<file path="config.mk">
export PLATFORM = sky130hd
export DESIGN_NAME = tidx_stride_gen
export DESIGN_NICKNAME = d
export VERILOG_FILES = /design/src/design/tidx_pkg.sv /design/src/design/tidx_stride_gen.sv
export SDC_FILE = /design/constraint.sdc
export NUM_CORES = 1
export LEC_CHECK = 0
export ABC_CLOCK_PERIOD_IN_PS = 20600
export BUFFER_PORTS_ARGS = -buffer_cell sky130_fd_sc_hd__buf_2
export CAP_MARGIN = 40
export CORE_AREA = 2 2 176 178
export CTS_CLUSTER_SIZE = 24
export DETAILED_ROUTE_END_ITERATION = 7
export DIE_AREA = 0 0 178 180
export GPL_TIMING_DRIVEN = 0
export HOLD_SLACK_MARGIN = 0.02
export PLACE_DENSITY_LB_ADDON = 0.3
export RECOVER_POWER = 100
export SLEW_MARGIN = 20
export SYNTH_ARGS = -nofsm -noshare
export SYNTH_HDL_FRONTEND = slang
export SYNTH_SLANG_ARGS = --single-unit
</file>
<file path="constraint.sdc">
create_clock -name clk -period 20.6 [get_ports clk]
set_input_delay 3.09 -clock clk [delete_from_list [all_inputs] [get_ports clk]]
set_output_delay 3.09 -clock clk [all_outputs]
set_load 0.01 [all_outputs]
</file>
<file path="src/design/tidx_pkg.sv">
// Shared constants, types and helpers for the tensor index linearizer.
`timescale 1ns / 1ps

package tidx_pkg;

	localparam int NDIM       = 4;
	localparam int MAX_RANK   = 4;
	localparam int COORD_BITS = 8;

	localparam int OFF_W      = 32;
	localparam int TOT_W      = OFF_W + 1;
	localparam int COORD_W    = 8;
	localparam int DIM_W      = 9;
	localparam int RANK_W     = 3;
	localparam int CFG_IDX_W  = 3;
	localparam int CFG_DATA_W = 9;

	// Quotient bits resolved per inner dimension: an extent never exceeds 256.
	localparam int QI_W  = 8;
	// Dimension 0 resolves a full offset; dimensions 1 and 2 one byte each;
	// the last dimension is taken from the final remainder.
	localparam int NCELL = OFF_W + (NDIM - 2) * QI_W;

	localparam logic [RANK_W-1:0] RANK_LIM =
		RANK_W'((MAX_RANK < NDIM) ? MAX_RANK : NDIM);
	localparam logic [DIM_W-1:0] DIM_MAX = DIM_W'(256);
	localparam logic [COORD_W-1:0] COORD_MASK =
		(COORD_BITS >= COORD_W) ? {COORD_W{1'b1}} : COORD_W'((1 << COORD_BITS) - 1);

	typedef enum logic [CFG_IDX_W-1:0] {
		REG_RANK = 3'd0,
		REG_DIM0 = 3'd1,
		REG_DIM1 = 3'd2,
		REG_DIM2 = 3'd3,
		REG_DIM3 = 3'd4
	} reg_idx_t;

	typedef enum logic {
		REQ_LIN   = 1'b0,
		REQ_DELIN = 1'b1
	} req_kind_t;

	// Derived configuration seen by the datapath.
	typedef struct packed {
		logic                             busy;
		logic [RANK_W-1:0]                rank;
		logic [NDIM-2:0][OFF_W-1:0]       stride;
		logic [TOT_W-1:0]                 total;
	} cfg_t;

	// Word carried down the cell chain.
	typedef struct packed {
		logic                             delin;
		logic                             oor;
		logic [OFF_W-1:0]                 rem;
		logic [TOT_W-1:0]                 acc;
		logic [NDIM-1:0][COORD_W-1:0]     coord;
	} stage_t;

	typedef struct packed {
		logic [OFF_W-1:0]                 offset;
		logic [NDIM-1:0][COORD_W-1:0]     coord;
		logic                             oor;
	} rsp_t;

	function automatic logic [COORD_W-1:0] mask_coord(input logic [COORD_W-1:0] v);
		return v & COORD_MASK;
	endfunction

endpackage

</file>
<file path="src/design/tidx_stride_gen.sv">
// Configuration registers and the stride and total-size recompute sequencer.
`timescale 1ns / 1ps

module tidx_stride_gen import tidx_pkg::*; (
	input  logic                  clk,
	input  logic                  arst_n,
	input  logic                  cfg_we,
	input  logic [CFG_IDX_W-1:0]  cfg_index,
	input  logic [CFG_DATA_W-1:0] cfg_data,
	output cfg_t                  cfg
);

	typedef enum logic [4:0] {
		RC_IDLE = 5'b00001,
		RC_S2   = 5'b00010,
		RC_S1   = 5'b00100,
		RC_S0   = 5'b01000,
		RC_TOT  = 5'b10000
	} rc_state_t;

	rc_state_t                      state_q;
	logic [RANK_W-1:0]              rank_q;
	logic [NDIM-1:0][DIM_W-1:0]     dim_q;
	logic [NDIM-2:0][OFF_W-1:0]     stride_q;
	logic [TOT_W-1:0]               total_q;

	logic [RANK_W-1:0]              eff_rank;
	logic [NDIM-1:0][DIM_W-1:0]     ext;
	logic [DIM_W-1:0]               mul_a;
	logic [OFF_W-1:0]               mul_b;
	logic [DIM_W+OFF_W-1:0]         prod;
	logic                           cfg_hit;

	assign cfg_hit = cfg_we && (cfg_index <= REG_DIM3);

	always_comb begin
		if (rank_q == '0) begin
			eff_rank = RANK_W'(1);
		end else if (rank_q > RANK_LIM) begin
			eff_rank = RANK_LIM;
		end else begin
			eff_rank = rank_q;
		end
	end

	// Extents beyond the rank count as one, so every stride is a suffix product.
	always_comb begin
		for (int j = 0; j < NDIM; j++) begin
			if (RANK_W'(j) >= eff_rank) begin
				ext[j] = DIM_W'(1);
			end else if (dim_q[j] == '0) begin
				ext[j] = DIM_W'(1);
			end else if (dim_q[j] > DIM_MAX) begin
				ext[j] = DIM_MAX;
			end else begin
				ext[j] = dim_q[j];
			end
		end
	end

	always_comb begin
		unique case (state_q)
			RC_S2: begin
				mul_a = ext[3];
				mul_b = OFF_W'(1);
			end
			RC_S1: begin
				mul_a = ext[2];
				mul_b = stride_q[2];
			end
			RC_S0: begin
				mul_a = ext[1];
				mul_b = stride_q[1];
			end
			RC_TOT: begin
				mul_a = ext[0];
				mul_b = stride_q[0];
			end
			default: begin
				mul_a = ext[0];
				mul_b = stride_q[0];
			end
		endcase
		prod = (DIM_W+OFF_W)'(mul_a) * (DIM_W+OFF_W)'(mul_b);
	end

	always_ff @(posedge clk or negedge arst_n) begin
		if (!arst_n) begin
			state_q  <= RC_IDLE;
			rank_q   <= RANK_W'(1);
			dim_q    <= {NDIM{DIM_W'(1)}};
			stride_q <= {(NDIM-1){OFF_W'(1)}};
			total_q  <= TOT_W'(1);
		end else begin
			if (cfg_we) begin
				unique case (cfg_index)
					REG_RANK: rank_q   <= cfg_data[RANK_W-1:0];
					REG_DIM0: dim_q[0] <= cfg_data;
					REG_DIM1: dim_q[1] <= cfg_data;
					REG_DIM2: dim_q[2] <= cfg_data;
					REG_DIM3: dim_q[3] <= cfg_data;
					default: ;
				endcase
			end
			unique case (state_q)
				RC_S2:   stride_q[2] <= prod[OFF_W-1:0];
				RC_S1:   stride_q[1] <= prod[OFF_W-1:0];
				RC_S0:   stride_q[0] <= prod[OFF_W-1:0];
				RC_TOT:  total_q     <= prod[TOT_W-1:0];
				default: ;
			endcase
			// A new write to a used register restarts the walk from the innermost dimension.
			if (cfg_hit) begin
				state_q <= RC_S2;
			end else begin
				unique case (state_q)
					RC_S2:   state_q <= RC_S1;
					RC_S1:   state_q <= RC_S0;
					RC_S0:   state_q <= RC_TOT;
					RC_TOT:  state_q <= RC_IDLE;
					default: state_q <= RC_IDLE;
				endcase
			end
		end
	end

	assign cfg.busy   = (state_q != RC_IDLE);
	assign cfg.rank   = eff_rank;
	assign cfg.stride = stride_q;
	assign cfg.total  = total_q;

endmodule

</file>
# --- Word level (Yosys, flattened, before mapping) ---
# Cells that the tools add are included.
totals:
  register_bits: 173
  inputBits: 15
  output_inout_bits: 133
  elab_cells: 60
classes:
  n_mul: 1
  n_lt_le_gt_ge: 10
  n_eq_ne: 9
  n_mux: 18
  n_reduce_logical: 12
ops:
  columns: ["cell", "n"]
  rows:
  - ["9-bit two-way mux", 12]
  - ["32-bit case mux with 3 select lines", 1]
  - ["9-bit > comparator, second input constant", 4]
  - ["9-bit zero test", 4]
  - ["9-bit by 32-bit multiplier with 33-bit output", 1]
  - ["9-bit case mux with 3 select lines", 1]
  - ["5-bit case mux with 3 select lines", 1]
  - ["2-bit AND reduction", 5]
  - ["3-bit by 2-bit == test with 1-bit output, second input constant", 2]
  - ["1-bit by 3-bit greater-or-equal comparator with 1-bit output, first input constant", 2]
  - ["2-bit by 3-bit greater-or-equal comparator with 1-bit output, first input constant", 2]
  - ["3-bit zero test", 2]
  - ["3-bit two-way mux", 2]
  - ["5-bit by 2-bit == test with 1-bit output, second input constant", 1]
  - ["5-bit by 3-bit == test with 1-bit output, second input constant", 1]
  - ["5-bit by 4-bit == test with 1-bit output, second input constant", 1]
  - ["5-bit == test, second input constant", 1]
  - ["5-bit two-way mux", 1]
  - ["5-bit by 1-bit inequality test with 1-bit output, second input constant", 1]
  - ["3-bit by 1-bit == test with 1-bit output, second input constant", 1]
  - ["3-bit == test, second input constant", 1]
  - ["3-bit > comparator, second input constant", 1]
  - ["3-bit less-or-equal comparator, second input constant", 1]
  - ["1-bit logical AND", 1]

# --- Logic depth before layout (Yosys ltp) ---
# Gate-level depths: netlist of the first run.
depth:
  depth_word: 7
  depth_mapped: 27

# --- Least setup slack after synthesis of the first run ---
# No wires, ideal clock.
synth_timing:
  path_kind: "reg2reg"
  from: "reg state_q[4]"
  to: "reg stride_q (netlist bit cfg[120])"
  t_arrival_ns: 6.516
  required_time_ns: 20.475
  slack_ns: 13.959
  stages_incl_launch_ff: 22
  synth_period_minus_slack_ns: 6.641
  path_cell_list: "dfrtp_1 or3_1 buf_6 or4_4 o2bb2a_2 o211ai_1 inv_1 or2_2 fa_1 inv_1 fa_1 fa_1 fa_1 ha_1 a21o_1 a21o_1 a221oi_1 o21ai_0 a21bo_2 nor4b_1 or3_1 mux2_2"
synth_via:
  elab_chain_cells: 3
  word_cells_on_any_way: 6
synth_rtl:
  columns: ["item", "line", "source"]
  rows:
  - ["start: declaration", "tidx_stride_gen.sv:21", "rc_state_t state_q;"]
  - ["start signal: assignment", "tidx_stride_gen.sv:89", "state_q <= RC_IDLE;"]
  - ["start signal: assignment", "tidx_stride_gen.sv:114", "state_q <= RC_S2;"]
  - ["start signal: assignment", "tidx_stride_gen.sv:117", "RC_S2: state_q <= RC_S1;"]
  - ["5-bit by 4-bit == test with 1-bit output (tied with other cells)", "tidx_stride_gen.sv:62", "unique case (state_q)"]
  - ["9-bit case mux with 3 select lines or 32-bit case mux with 3 select lines (tied branches)", "tidx_stride_gen.sv:62", null]
  - ["9-bit by 32-bit multiplier with 33-bit output", "tidx_stride_gen.sv:84", "prod = (DIM_W+OFF_W)'(mul_a) * (DIM_W+OFF_W)'(mul_b);"]
  - ["end signal: assignment", "tidx_stride_gen.sv:92", "stride_q <= {(NDIM-1){OFF_W'(1)}};"]
  - ["end: declaration", "tidx_stride_gen.sv:24", "logic [NDIM-2:0][OFF_W-1:0] stride_q;"]
# Several ways; a longest one is shown, not always the timed one.
# A chain may end at the register's enable or synchronous reset.

==> metrics.cfg, run 1 <==
[run_status]
failed_checks=capacitance limit, slew limit
status=complete, but fails checks

[cts]
clockRootBuffer=clkbuf_16
numCtsBuffers=17
cts_tree=built
worstSkewPairLatency_ns=0.45
cts.hold.buffers_added=0
clock_sinks=173
htreeDepth=4
postCtsSetupBuffers=0
clock_path_buffers=2
clkSlewWorstSetupHoldPaths_ns=0.06
post_cts_resized=0

[global_routing]
grt_max_degree=95
overflow=0
grt_pass1_wl_mm=73.6
grt_pass1_vias=12739
antenna_found_initial=0
grt.total_usage_pct=30.5

[routing]
avgViaCountPerCell=5.68
antenna_left=0
wire_per_inst_um=21.1
vias=12481
dr.pass1.iters=8
routed_wl_mm=46.3
post-route-drc-count=0
drtIter0Drc=1165

[setup_path]
crit_type=in2async
slowest_stage=clkbuf_1
cp_slowest_stage_delay_ns=3.52
cp_top_family=buffers and inverters
start_kind=primary input
cp_max_fo=94
crit_required_ns=20.02
cp-end-kind=async pin
critPathBufInv=2
crit_top_cell=clkbuf_1
cp.arrival_ns=9.63
crit_path_cell_trace=clkbuf_1 -> clkbuf_1

[synthesis]
post_synth_num_cell_types=70
yosysSeqAreaShare_pct=29.3
synthFlopType=dfrtp_1
synth.avg_cell_area_um2=9.17
syn_area_mm2=0.0148
netlist_instances=1615
synthArstFlopShare_pct=100
synth_edf_count=0
synth.ff_latch_count=173
ys_warn_count=0
syn_nets=1857

[sta]
setup_viol=0
fin_crit_sh_pct=49.5
fmax_ghz=0.0980
min_period_ns=10.21
rsz0062_at_grt=no
drv_slew=183
tightest_slew_ns=4.77
fin_tns_setup_ns=0
whs_ns=0.483
skew_ns=0.0158
relSlewSlack_pct=-218
finalHoldViolations=0

[cells_and_area]
diodes=0
nNetsFinal=2032
drive_gt1_share_pct=8.88
synthToLayoutAreaGrowth_pct=11.8
stdcell_area_mm2=0.0166

[floorplan]
fp-row-count=64
num_io_pins=148
die-area_mm2=0.0320
die_w_um=178
die_y_um=180
initial_core_util_pct=49.1
core_area_mm2=0.0302

[min_path]
hp-class=reg2reg

[power_and_ir_drop]
p_per_area_mw_per_mm2=53.8
ir_worst_vdd_v=0.0000555
leakage_uw=0.00808

[placed_design]
place_congestion=0.972
dp_hpwl_mm=37.2
io_buffers=147
post_dp_cell_area_mm2=0.0162

[job]
cap_violations=2

[report_power, final]
| group | internal (µW) | switching (µW) |
|---|---|---|
| Combinational | 43.7 | 115 |
| Sequential | 364 | 22.4 |
| Clock | 203 | 142 |
[metal layers]
layer,global-route usage (%),wire length (µm)
met1,44.3,19900
met2,46.8,21000
met3,5.54,4030
met4,8.75,1300
met5,0,0
[synth_stat cells (12+ instances only)]
library cell / instances / area [µm²]
nor3_1: 13 / 65.1
xnor2_1: 19 / 166
xor2_1: 14 / 123
mux2_2: 69 / 777
a22oi_1: 23 / 173
dfrtp_1: 163 / 4080
a21oi_1: 30 / 150
inv_1: 228 / 856
clkbuf_1: 55 / 206
o21ai_0: 60 / 300
and2_1: 21 / 131
fa_1: 186 / 3720
nor2_1: 148 / 556
nand2_1: 368 / 1380
a21o_1: 12 / 90.1
ha_1: 41 / 513
[final timing paths]
| path | slack, ns | cells after the start | to | start |
|---|---|---|---|---|
| max | 10.39 | 2 | cfg[50] | arst_n |
| min reg2reg | 0.48 | 2 | total_q[13] | total_q[13] |
| min in group asynchronous | 4.11 | 1 | cfg[103] | arst_n |
| max reg2reg | 11.87 | 23 | total_q[32] | state_q[1] |
| min | 0.48 | 2 | total_q[13] | total_q[13] |
| max in group clk | 11.87 | 23 | total_q[32] | state_q[1] |
[metrics by stage]
| step | power, µW | setup WS, ns | std cells | util [%] |
|---|---|---|---|---|
| 2_1_floorplan | 472 | 13.96 | 1615 | - |
| 3_3_place_gp | 542 | 11.84 | 2158 | 53.1 |
| 3_5_place_dp | 550 | 12.08 | 2167 | 53.5 |
| 4_1_cts | 892 | 11.98 | 2197 | 55.5 |
| 5_1_grt | 917 | 8.62 | 2197 | 54.8 |
| 6_report | 891 | 10.39 | 2197 | 54.8 |
[kinds of logic (layout without fill, tap and decap cells)]
group                      after synthesis  count (layout)  synth area share (%)
DFF                                    173             173                  29.3
AOI/OAI and AO/OA                      202             202                  9.33
muxes                                   69              69                  5.25
adders and majority gates              227             227                  28.6
xor gates and xnor gates                35              35                  2.26
buffers and inverters                  294             480                  7.74
and+or+nand+nor                        615             615                  17.5
[registers in the layout, indices dropped and copies added (netlist names)]
name and cells:
state_q 5, dim_q 36, total_q 33, rank_q 3, cfg 96
[cell usage in the layout, fill, tap and decap left out, types with 5 or more instances in the layout]
cell type,n
dfstp_2,7
nand3_1,7
mux2_2,66
clkbuf_1,192
nor2_1,148
nor2b_1,6
inv_1,228
and2_1,18
dfrtp_1,163
a221oi_2,5
o211ai_1,11
xnor2_1,19
buf_2,21
a222oi_1,8
o31ai_1,8
o21ai_0,60
or2_2,10
a22oi_1,23
ha_1,41
xor2_1,14
nand2b_1,11
clkbuf_16,17
a21o_1,12
fa_1,186
o21a_1,7
nor3_1,13
nand2_1,368
a21oi_1,30
[area by class of cell]
type / count / area, µm²
buffer: 66 / 283
clock inverter: 12 / 186
tap: 396 / 495
sequential: 173 / 4340
clock buffer: 18 / 429
fill: 2751 / 13600
inverter: 228 / 856
timing repair buffer: 156 / 622
multi-input combinational: 1148 / 9340
(Power assumes the default switching activity.)
==> inputs of run 2 (changes only) <==
--- a/config.mk
+++ b/config.mk
@@ -5,7 +5,7 @@
 export SDC_FILE = /design/constraint.sdc
 export NUM_CORES = 1
 export LEC_CHECK = 0
-export ABC_CLOCK_PERIOD_IN_PS = 20600
+export ABC_CLOCK_PERIOD_IN_PS = 9100
 export BUFFER_PORTS_ARGS = -buffer_cell sky130_fd_sc_hd__buf_2
 export CAP_MARGIN = 40
 export CORE_AREA = 2 2 176 178
==> constraint.sdc (replaced) <==
create_clock -name clk -period 9.1 [get_ports clk]
set_input_delay 1.365 -clock clk [delete_from_list [all_inputs] [get_ports clk]]
set_output_delay 1.365 -clock clk [all_outputs]
set_load 0.01 [all_outputs]
==> run 2 against run 1 <==
  * The flow still finishes with violations (capacitance limit, slew limit)
  * Non-clock buffer count unchanged
  * First-iteration DRC count rose by 1.3%
  * Core utilization barely moved
  * Largest cell class unchanged
==> metrics.cfg, run 2 (same netlist as run 1, synthesis figures left out) <==
[run_status]
status=complete, but fails checks
failed_checks=capacitance limit, slew limit

[floorplan]
die_w_um=178  ; unchanged
die_y_um=180  ; unchanged
core_area_mm2=0.0302  ; unchanged
num_io_pins=148  ; unchanged
initial_core_util_pct=49.1  ; unchanged
die-area_mm2=0.0320  ; unchanged
fp-row-count=64  ; unchanged

[routing]
drtIter0Drc=1180  ; +1.3%
post-route-drc-count=0  ; unchanged
avgViaCountPerCell=5.69  ; +0.22%
routed_wl_mm=46.3  ; about the same
vias=12508  ; +0.22%
dr.pass1.iters=8  ; unchanged
antenna_left=0  ; unchanged
wire_per_inst_um=21.1  ; about the same

[global_routing]
overflow=0  ; unchanged
antenna_found_initial=0  ; unchanged
grt_max_degree=95  ; unchanged
grt_pass1_vias=12739  ; unchanged
grt_pass1_wl_mm=73.6  ; unchanged
grt.total_usage_pct=30.5  ; unchanged

[cts]
cts_tree=built
post_cts_resized=0  ; unchanged
numCtsBuffers=17  ; unchanged
htreeDepth=4  ; unchanged
cts.hold.buffers_added=0  ; unchanged
clockRootBuffer=clkbuf_16
clkSlewWorstSetupHoldPaths_ns=0.07  ; about the same
clock_path_buffers=2  ; unchanged
worstSkewPairLatency_ns=0.45  ; about the same
clock_sinks=173  ; unchanged
postCtsSetupBuffers=0  ; unchanged

[cells_and_area]
synthToLayoutAreaGrowth_pct=11.8  ; about the same
final_common_cell=nand2_1
drive_gt1_share_pct=8.88  ; unchanged
diodes=0  ; unchanged
regArea_mm2=0.00434  ; unchanged
largest_reg_flops=96  ; unchanged
multiInputGateArea_mm2=0.00934  ; about the same
fill_cells=2750  ; -0.036%
nNetsFinal=2032  ; unchanged
fin_cells=2197  ; unchanged
final_cell_mix=nand2_1 (368), inv_1 (228), clkbuf_1 (190)

[sta]
drv_slew=183  ; unchanged
skew_ns=0.0156  ; -0.000220 ns
fin_tns_setup_ns=0  ; unchanged
relSlewSlack_pct=-180  ; +38 points
finalHoldViolations=0  ; unchanged
setup_viol=0  ; unchanged
tightest_slew_ns=4.20  ; -0.571 ns
min_period_ns=8.49
fmax_ghz=0.118
rsz0062_at_grt=no
fin_crit_sh_pct=93.3

[setup_path]
crit_top_cell=fa_1
cp_slowest_stage_delay_ns=0.64  ; -2.88 ns
crit_type=reg2reg
critPathBufInv=4  ; +2
cp_top_family=adder cells
crit_required_ns=9.45  ; -10.57 ns
r2r_cells=23  ; unchanged
cp-end-kind=flip-flop
slowest_stage=clkbuf_1
start_kind=flip-flop
crit_path_cell_trace=xor2_1 -> o211ai_1 -> clkbuf_1 -> clkbuf_1 -> clkbuf_2 -> nand2_1 -> nand2_1 -> nand2_1 -> fa_1 -> inv_1 -> fa_1 -> fa_1 -> fa_1 -> ha_1 -> and4_1 -> and2_0 -> o211ai_1 -> a21oi_1 -> nor3_1 -> nor2_1 -> a211oi_1 -> or4_1 -> o211ai_1
cp_max_fo=10  ; -89%
cp.arrival_ns=8.84  ; -0.79 ns
rrSetupSlack_ns=0.61  ; -11.26 ns
cp.depth=23  ; +21

[min_path]
hp-class=reg2reg
min_path_cells=2  ; unchanged

[placed_design]
place_inst=2167  ; unchanged
io_buffers=147  ; unchanged
dp_hpwl_mm=37.2  ; unchanged
place_congestion=0.972  ; unchanged

[power_and_ir_drop]
p_per_area_mw_per_mm2=122  ; +130%
ir_worst_vdd_v=0.000125  ; +130%
leakage_uw=0.00809  ; about the same

[job]
cap_violations=2  ; unchanged

-- run 2: cell counts in the layout (fill, tap and decap cells not counted) --
No cell type changed its count.
-- run 2: path summary, 6_finish.rpt --
check / end / startpoint
worst max register to register: total_q[32] / state_q[1]
worst min register to register: total_q[13] / total_q[13]
max in group asynchronous: cfg[47] / arst_n
worst max-delay path: total_q[32] / state_q[1]
min in group asynchronous: cfg[103] / arst_n
worst min-delay path: total_q[13] / total_q[13]
-- run 2: routing by layer --
| metal | GRT usage [%] | up-vias | wire (µm) | share of wire (%) |
|---|---|---|---|---|
| met1 | 44.3 | 6331 | 19700 | 43 |
| met3 | 5.54 | 77 | 4160 | 9.0 |
| met2 | 46.8 | 650 | 21100 | 46 |
| met5 | 0 | - | 0 | 0 |
| met4 | 8.75 | 0 | 1360 | 2.9 |
| li1 | - | 5450 | - | - |
-- run 2: cell type report --
cell class | count | area share (%)
inverter | 228 | 5.17
timing repair buffer | 156 | 3.76
buffer | 66 | 1.72
clock buffer | 18 | 2.59
clock inverter | 12 | 1.13
sequential | 173 | 26.2
tap | 396 | 2.99
multi-input combinational | 1148 | 56.4
-- run 2: where the power goes --
part	internal (µW)	leakage (µW)	switching (µW)	total, µW
combinational	99.0	0.00548	263	362
clock	461	0.000295	321	781
sequential	823	0.00231	50.8	874
total	1380	0.00809	634	2020
-- run 2: per-stage QoR --
| step | util [%] | instance area [µm²] | worst slack, ns | power (µW) | hold WS (ns) |
|---|---|---|---|---|---|
| 2_1_floorplan | - | 14800 | 2.46 | 1070 | 0.483 |
| 3_3_place_gp | 53.1 | 16000 | 0.339 | 1230 | 0.458 |
| 3_5_place_dp | 53.5 | 16200 | 0.582 | 1250 | 0.458 |
| 4_1_cts | 55.5 | 16800 | 0.484 | 2020 | 0.484 |
| 5_1_grt | 54.8 | 16600 | 0.173 | 2080 | 0.505 |
| 6_report | 54.8 | 16600 | 0.605 | 2020 | 0.484 |
-- run 2: tightest hold or removal path: stages, from the launching register on --
cell and delay [ns]:
dfrtp_1 0.35, nand2_1 0.05, nand2_1 0.06
==> inputs of run 3 (changes only) <==
--- a/config.mk
+++ b/config.mk
@@ -16,6 +16,7 @@
 export HOLD_SLACK_MARGIN = 0.02
 export PLACE_DENSITY_LB_ADDON = 0.3
 export RECOVER_POWER = 100
+export REMOVE_ABC_BUFFERS = 1
 export SLEW_MARGIN = 20
 export SYNTH_ARGS = -nofsm -noshare
 export SYNTH_HDL_FRONTEND = slang
==> run 3 against run 2 <==
  * The flow still finishes with violations (capacitance limit, slew limit)
  * Fmax up 1.4%
  * First-iteration DRC count shrank 26%
  * Hold slack lost 0.0087 ns
  * Core utilization rose by 0.17 points
  * Final cell count fell by 1.9%
  * Via count decreased by 4.0%
==> metrics.cfg, run 3 (same netlist as run 1, synthesis figures left out) <==
[run_status]
status=complete, but fails checks
failed_checks=capacitance limit, slew limit

[global_routing]
grt_pass1_vias=12587  ; -1.2%
antenna_found_initial=0  ; unchanged
grt_pass1_wl_mm=66.2  ; -10%
overflow=0  ; unchanged
grt.total_usage_pct=26.6  ; -3.9 points
grt_max_degree=100  ; +5.3%

[floorplan]
die_y_um=180  ; unchanged
num_io_pins=148  ; unchanged
initial_core_util_pct=49.1  ; unchanged
die_w_um=178  ; unchanged
die-area_mm2=0.0320  ; unchanged
fp-row-count=64  ; unchanged
core_area_mm2=0.0302  ; unchanged

[cells_and_area]
largest_reg_flops=96  ; unchanged
regArea_mm2=0.00434  ; unchanged
synthToLayoutAreaGrowth_pct=12.1
multiInputGateArea_mm2=0.00943  ; +0.94%
diodes=0  ; unchanged
nNetsFinal=1989  ; -2.1%
stdcell_area_mm2=0.0166  ; +0.30%
fin_cells=2156  ; -1.9%
drive_gt1_share_pct=10.7  ; +1.8 points
final_common_cell=nand2_1
fill_cells=2743  ; -0.25%
final_core_util_pct=55.0  ; +0.17 points
final_cell_mix=nand2_1 (366), inv_1 (227), fa_1 (186)

[setup_path]
start_kind=flip-flop
cp-end-kind=flip-flop
rrSetupSlack_ns=0.73  ; +0.12 ns
cp_max_fo=25  ; +15
crit_required_ns=9.47  ; +0.02 ns
cp.arrival_ns=8.74  ; -0.10 ns
crit_type=reg2reg

[cts]
clkSlewWorstSetupHoldPaths_ns=0.08  ; about the same
clock_path_buffers=2  ; unchanged
htreeDepth=4  ; unchanged
post_cts_resized=0  ; unchanged
numCtsBuffers=17  ; unchanged
postCtsSetupBuffers=0  ; unchanged
clockRootBuffer=clkbuf_16
cts_tree=built
worstSkewPairLatency_ns=0.45  ; about the same
clock_sinks=173  ; unchanged
cts.hold.buffers_added=0  ; unchanged

[placed_design]
post_dp_cell_area_mm2=0.0162  ; +0.60%
place_congestion=0.876  ; -9.9%
place_inst=2123  ; -2.0%
io_buffers=147  ; unchanged
dp_hpwl_mm=31.3  ; -16%

[sta]
min_period_ns=8.37  ; -0.121 ns
rsz0062_at_grt=no
tightest_slew_ns=3.99  ; -0.206 ns
relSlewSlack_pct=-166  ; +14 points
drv_slew=197  ; +7.7%
fin_crit_sh_pct=92.0  ; -1.3 points
finalHoldViolations=0  ; unchanged
fmax_ghz=0.119  ; +1.4%
skew_ns=0.0163  ; +0.000795 ns
setup_viol=0  ; unchanged

[routing]
drtIter0Drc=877  ; -26%
routed_wl_mm=40.8  ; -12%
avgViaCountPerCell=5.57  ; -2.2%
vias=12006  ; -4.0%
antenna_left=0  ; unchanged
wire_per_inst_um=18.9  ; -10%
dr.pass1.iters=6  ; -2
post-route-drc-count=0  ; unchanged

[power_and_ir_drop]
ir_worst_vdd_v=0.000117  ; -6.1%
leakage_uw=0.00812  ; +0.40%
p_per_area_mw_per_mm2=119  ; -2.6%

[min_path]
hp-class=reg2reg

[job]
cap_violations=4  ; +2

## run 3: cell types whose count changed in the layout (fill, tap and decap cells not counted), sizes merged
cell	change
clkdlybuf4s18	+3
buf	+8
inv	+4
bufinv	-4
clkbuf	-53
clkinvlp	-1
clkinv	+2
## run 3: power breakdown
group          leakage [µW]  internal, µW  total [µW]  switching, µW
clock              0.000288           381         746            365
combinational       0.00552           112         347            235
sequential          0.00231           823         878           55.3
## run 3: worst paths after layout
| kind | startpoint | depth (start not counted) | to |
|---|---|---|---|
| worst max-delay path | state_q[1] | 24 | total_q[32] |
| worst min-delay path | total_q[9] | 2 | total_q[9] |
| worst max register to register | state_q[1] | 24 | total_q[32] |
| worst min register to register | total_q[9] | 2 | total_q[9] |
| max in group asynchronous | arst_n | 2 | cfg[75] |
| min in group asynchronous | arst_n | 1 | cfg[125] |
## run 3: area by class of cell
cell class	count	share of cell area, %
flip-flops and latches	173	26.1
clock inverters	13	0.829
multi-input cells	1148	56.8
clock buffers	19	2.73
well taps	396	2.98
repair buffers	179	5.39
inverters	228	5.15
## run 3: metal layers
layer	part of all wire, %	global-route usage, %	wire [µm]
met5	0	0	0
met4	3.7	9.93	1500
met3	6.5	5.31	2670
met2	48	43.4	19600
met1	42	35.0	17000
## run 3: worst max-delay path: stages, from the launching register on
cell,delay [ns]
dfrtp_1,0.45
xor2_1,0.19
o211ai_1,0.41
buf_4,0.26
and2_1,0.50
o21ai_0,0.23
nand3_2,0.57
inv_1,0.31
or2_2,0.39
fa_1,0.54
inv_1,0.05
fa_1,0.51
fa_1,0.55
inv_1,0.04
fa_1,0.47
inv_1,0.04
ha_1,0.32
o21a_1,0.22
o211ai_1,0.10
a21oi_1,0.59
nor3_1,0.17
nor2_1,0.46
a211oi_1,0.19
or4_1,0.53
o211ai_1,0.18
## run 3: per-stage QoR
step	TNS [ns]	setup WS (ns)	hold slack, ns	total power (µW)
after floorplan	0	1.18	0.483	1050
after global placement	-140.44	-2.31	0.454	1190
after detailed placement	0	0.878	0.458	1240
after CTS	0	0.854	0.477	1980
after global routing	0	0.302	0.510	2050
final	0	0.726	0.475	1970
